<file path="config.mk">
export PLATFORM = sky130hd
export DESIGN_NAME = ffha_alu
export DESIGN_NICKNAME = d
export VERILOG_FILES = /design/src/rtl/core/ffha_pkg.sv /design/src/rtl/core/ffha_alu.sv
export SDC_FILE = /design/constraint.sdc
export NUM_CORES = 1
export LEC_CHECK = 0
export BUFFER_PORTS_ARGS = -buffer_cell sky130_fd_sc_hd__buf_4
export CORE_ASPECT_RATIO = 1.5
export CORE_MARGIN = 2
export CORE_UTILIZATION = 45
export DETAILED_ROUTE_END_ITERATION = 8
export PLACE_DENSITY = 0.66
export SLEW_MARGIN = 0
export SYNTH_ARGS = -nofsm -noshare
export SYNTH_HDL_FRONTEND = slang
export SYNTH_SLANG_ARGS = --single-unit
</file>
<file path="constraint.sdc">
create_clock -name vclk -period 7.7
set_input_delay 1.54 -clock vclk [all_inputs]
set_output_delay 1.54 -clock vclk [all_outputs]
set_load 0.01 [all_outputs]
</file>
<file path="src/rtl/core/ffha_pkg.sv">
// Shared constants, codes and types for the first-fit heap allocator.
`default_nettype none
package ffha_pkg;

    localparam int unsigned HEAP_BYTES_DEF = 4096;
    localparam int unsigned HDR_BYTES      = 2;
    localparam int unsigned SZ_W           = 15;
    localparam int unsigned HDR_W          = 16;
    localparam int unsigned ADDR_W         = 12;
    localparam int unsigned ALU_W          = 18;

    localparam logic OP_ALLOC     = 1'b0;
    localparam logic OP_FREE      = 1'b1;
    localparam logic STAT_OK      = 1'b0;
    localparam logic STAT_NOSPACE = 1'b1;

    typedef enum logic [1:0] {
        ALU_ADD2 = 2'd0,
        ALU_SUB  = 2'd1,
        ALU_SUB2 = 2'd2
    } t_alu_op;

    typedef struct packed {
        t_alu_op            op;
        logic [ALU_W-1:0]   a;
        logic [ALU_W-1:0]   b;
    } t_alu_req;

    typedef struct packed {
        logic [ALU_W-1:0]   y;
        logic               neg;
        logic               zero;
    } t_alu_res;

endpackage
`default_nettype wire

</file>
<file path="src/rtl/core/ffha_alu.sv">
// Shared add/subtract unit with sign and zero flags for the header walk.
`default_nettype none
module ffha_alu (
    input  wire ffha_pkg::t_alu_req i_req,
    output ffha_pkg::t_alu_res      o_res
);
    import ffha_pkg::*;

    localparam logic [ALU_W-1:0] HDR = ALU_W'(HDR_BYTES);

    logic [ALU_W-1:0] y;

    always_comb begin
        case (i_req.op)
            ALU_ADD2: y = i_req.a + i_req.b + HDR;
            ALU_SUB:  y = i_req.a - i_req.b;
            ALU_SUB2: y = i_req.a - i_req.b - HDR;
            default:  y = i_req.a + i_req.b;
        endcase
    end

    assign o_res.y    = y;
    assign o_res.neg  = y[ALU_W-1];
    assign o_res.zero = (y == '0);

endmodule
`default_nettype wire

</file>
# == Word-level counts from Yosys, hierarchy flattened ==
# Cells that the tools add are included.
# word_totals
output_inout_bits,20
in_bits,38
wordCells,9
register_bits,0
# classes
mux,1
n_addsub,4
n_eq_ne,2
reduce_logical,2
# ops
cell,count
$pmux W18 S3,1
$add A18 B18 Y18,1
$add A18 B2 Y18 const B,1
$logic_not A18 Y1,1
$sub A18 B18 Y18,1
$sub A18 B2 Y18 const B,1
$eq A2 B1 Y1 const B,1
$eq A2 B2 Y1 const B,1
$logic_not A2 Y1,1

# == Depth between registers and ports, before layout ==
# logic_depth
ltp_word,4
ltp_mapped,15
mapped_depth_nobuf,15

# == Least setup slack after synthesis ==
# OpenSTA, ideal clock, no wires.
# synth_path
path_type,in2out
from,input port i_req[18] in the netlist's numbering
to,output port o_res[0] in the netlist's numbering
path_buffers,0
t_required_ns,6.160
stages,14
slack_ns,1.171
arrival_ns,4.989
path_cell_list,inv_1 > ha_1 > fa_1 > xor2_1 > ha_1 > or3_1 > a31oi_1 > mux2_2 > a2111oi_0 > or4b_1 > nor4_2 > o311ai_1 > nor4_1 > nor4b_2
# synth_rtl
item,line,rtl
start: declaration,ffha_alu.sv:4,"input wire ffha_pkg::t_alu_req i_req,"
end: declaration,ffha_alu.sv:5,output ffha_pkg::t_alu_res o_res

==> tab_implementation.tex <==
\begin{tabular}{lr}
\hline
Metric & Value \\
\hline
\multicolumn{2}{l}{\textbf{Setup path}} \\
\quad Required time of the critical path & 6.16 ns \\
\quad Largest fanout on the critical path & 15 \\
\quad Startpoint types & input port \\
\quad Capturing instance or port of the critical path & o\_res[0] \\
\quad Data arrival time of the worst path & around 5.6 ns \\
\quad Launch point of the worst path & i\_req[5] \\
\quad Endpoint class of the critical path & output port \\
\quad Critical setup path kind & input port to output port \\
\multicolumn{2}{l}{\textbf{Floorplan}} \\
\quad Chip width & 74.4 um \\
\quad Floorplan row count & 38 \\
\quad Full die area & 8160 um2 \\
\quad CORE AREA & 7230 um2 \\
\quad Number of I/O pins & 58 \\
\quad Die Height & 110 um \\
\quad Starting density of the core & 46.3\% \\
\multicolumn{2}{l}{\textbf{Drt}} \\
\quad Average vias per placed instance & about 6.1 \\
\quad WL met1 & about 3.7 mm \\
\quad First-pass DRT Iterations & 5 \\
\quad Starting DRT DRC Count & 230 \\
\quad DRC & 0 \\
\quad Top metal layer carrying routed signals & met4 \\
\quad Final routed wirelength across all metal layers & a little under 10 mm \\
\quad Total vias in the final route & 3776 \\
\quad Met2 routed WL & 5.35 mm \\
\quad Average wire length per cell after detail routing & 16.1 um \\
\quad Metal3 WL & 302 um \\
\quad Remaining antenna violation count & 0 \\
\multicolumn{2}{l}{\textbf{Cells and area}} \\
\quad Count of sequential standard cells & 0 \\
\quad Area Growth Syn to Fin & 14.0\% \\
\quad Antenna cell count & 0 \\
\quad Leading cell type in the layout, fill and taps excluded & sky130\_fd\_sc\_hd\_\_buf\_4 \\
\quad Area taken by flip-flops and latches & 0 um2 \\
\quad Clock buffers & 0 \\
\quad Post-Layout Cell Count & 617 \\
\quad Number of nets in the final layout & 595 \\
\quad Fraction of layout instances using a drive strength above 1 & 17.4\% \\
\quad Highest-count cells in the layout ignoring fill and taps & sky130\_fd\_sc\_hd\_\_buf\_4 (59), sky130\_fd\_sc\_hd\_\_inv\_1 (43), sky130\_fd\_sc\_hd\_\_nor2\_1 (42) \\
\multicolumn{2}{l}{\textbf{Yosys}} \\
\quad Net count after synthesis & roughly 550 \\
\quad Sequential share of the synthesized area & 0\% \\
\quad Warnings from Yosys & 0 \\
\quad Post-synth design cell area & 3350 um2 \\
\quad Post-synth top area share & 13.4\% \\
\quad Netlist cell types & 75 \\
\quad Area contributors post-synth & sky130\_fd\_sc\_hd\_\_ha\_1 (13\%), sky130\_fd\_sc\_hd\_\_xnor2\_1 (6.8\%), sky130\_fd\_sc\_hd\_\_inv\_1 (4.8\%) \\
\quad Post-Syn Area per Cell & 7.01 um2 \\
\quad Top cell type by total area after synthesis & sky130\_fd\_sc\_hd\_\_ha\_1 \\
\quad Number of instances in the synthesized netlist & 478 \\
\multicolumn{2}{l}{\textbf{STA}} \\
\quad Final Hold Violating Endpoints & 0 \\
\quad Actual transition at the worst max-transition pin & 0.992 ns \\
\quad Max Freq & about 140 MHz \\
\quad Fin. max-slew vios & 0 \\
\quad Setup repair after global routing missed its margin & false \\
\quad Post-layout min period & 7.13 ns \\
\quad Setup TNS & 0 ns \\
\quad Tcrit/Tclk final & 92.6\% \\
\quad Final setup violating endpoints & 0 \\
\quad Max-Slew Margin vs Limit & 32.2\% \\
\multicolumn{2}{l}{\textbf{Place}} \\
\quad HPWL after detailed placement & 8.16 mm \\
\quad Total instance count after detailed placement & 617 \\
\quad Buffers on Ports & 58 \\
\quad RePlAce Congestion & 0.892 \\
\multicolumn{2}{l}{\textbf{GRT}} \\
\quad Number of global-route vias before repair & 3620 \\
\quad Largest net degree at the start of global routing & 20 \\
\quad First-pass GRT wire length & 15.8 mm \\
\quad Gr usage total & a little under a quarter \\
\quad Number of antenna violations at the first check in global routing & 0 \\
\quad Remaining global-route overflow & 0 \\
\multicolumn{2}{l}{\textbf{Status}} \\
\quad Result of the run & finished clean \\
\multicolumn{2}{l}{\textbf{Run}} \\
\quad Total of max-cap violations & 0 \\
\multicolumn{2}{l}{\textbf{Power and ir drop}} \\
\quad Net switching power figure & 0.224 mW \\
\quad Power share of the combinational group & 100.0\% \\
\quad Clock power share & 0\% \\
\quad Total leakage power & 1.61 nW \\
\quad Peak VDD IR & 0.0000539 V \\
\quad Switching fraction of total power & 57.4\% \\
\quad Cell-internal power & 0.166 mW \\
\quad Power per cell area & 102 nW/um2 \\
\quad Sequential Power Share & 0\% \\
\multicolumn{2}{l}{\textbf{Clocking}} \\
\quad Post-CTS repair timing setup buffer count & 0 \\
\quad CTS hold repair buffers & 0 \\
\quad Number of instances resized during post-cts repair & 0 \\
\multicolumn{2}{l}{\textbf{Worst hold path}} \\
\quad Tightest Hold Check Type & input port to output port \\
\hline
\end{tabular}
==> kinds of logic (layout without fill, tap and decap cells) <==
group                      count (synthesis)  after routing  synth area share, %
and+or+nand+nor                          195            195                 32.6
AOI/OAI and AO/OA                        133            133                 30.3
buffers and inverters                     64            103                 7.84
adders and majority gates                 38             38                 14.6
xor gates and xnor gates                  38             38                 9.94
muxes                                     10             10                 4.63
==> synthesized netlist by cell type (all sizes together), types with 5 or more instances <==
cell type / n
a211oi: 12
a21oi: 28
and2: 14
buf: 9
clkbuf: 11
ha: 36
inv: 43
nand2: 27
nand2b: 12
nand3: 17
nor2: 42
nor2b: 8
nor3: 24
nor4: 10
o211ai: 7
o21a: 5
o21ai: 18
o21bai: 5
o221ai: 5
o311ai: 8
o31ai: 8
or3: 7
or4: 5
xnor2: 26
xor2: 12
==> metrics by stage <==
| stage | hold WS (ns) | utilization [%] | cell area [um2] | total power [mW] | setup WS (ns) |
|---|---|---|---|---|---|
| after detailed placement | 3.47 | 52.9 | 3820 | 0.387 | 0.626 |
| after CTS | 3.47 | 52.9 | 3820 | 0.388 | 0.620 |
| final | 3.46 | 52.9 | 3820 | 0.391 | 0.568 |
| after global routing | 3.48 | 52.9 | 3820 | 0.425 | 0.284 |
| after floorplan | 3.24 | - | 3350 | 0.274 | 1.17 |
| after global placement | 3.47 | 52.9 | 3820 | 0.382 | 0.684 |
==> routing by layer <==
layer  GRT usage [%]  vias to the layer above
li1                -                     1862
met1            24.1                     1755
met2            48.2                      119
met3           0.550                       40
met4            10.8                        0
met5               0                        -
==> power groups by stage <==
stage,Combinational [mW],Clock (mW),Sequential [mW]
4_1_cts,0.388,0,0
3_3_place_gp,0.382,0,0
3_5_place_dp,0.387,0,0
6_report,0.391,0,0
5_1_grt,0.425,0,0
2_1_floorplan,0.274,0,0
==> how the worst min path moves through the flow <==
stage,cells after the start,startpoint,to
2_1_floorplan,2,i_req[0],o_res[2]
3_3_place_gp,4,i_req[0],o_res[2]
3_5_place_dp,4,i_req[0],o_res[2]
4_1_cts,4,i_req[0],o_res[2]
5_1_grt,4,i_req[0],o_res[2]
6_report,4,i_req[0],o_res[2]
==> area by class of cell <==
| cell class | count | area, um2 |
|---|---|---|
| Timing Repair Buffer | 59 | 443 |
| Fill cell | 777 | 3410 |
| Inverter | 44 | 165 |
| Multi-Input combinational cell | 414 | 3090 |
| Tap cell | 100 | 125 |
==> worst max-delay path, stage by stage <==
cell,delay (ns)
sky130_fd_sc_hd__buf_4,0.09
sky130_fd_sc_hd__inv_1,0.03
sky130_fd_sc_hd__ha_1,0.48
sky130_fd_sc_hd__a21oi_1,0.53
sky130_fd_sc_hd__a21oi_1,0.25
sky130_fd_sc_hd__o22ai_1,0.43
sky130_fd_sc_hd__o211ai_1,0.17
sky130_fd_sc_hd__a2111oi_0,0.80
sky130_fd_sc_hd__xnor2_1,0.25
sky130_fd_sc_hd__o221a_2,0.34
sky130_fd_sc_hd__nor4_1,0.28
sky130_fd_sc_hd__nor4b_2,0.24
sky130_fd_sc_hd__buf_4,0.16
No activity file was read; power rests on OpenSTA's default activity.
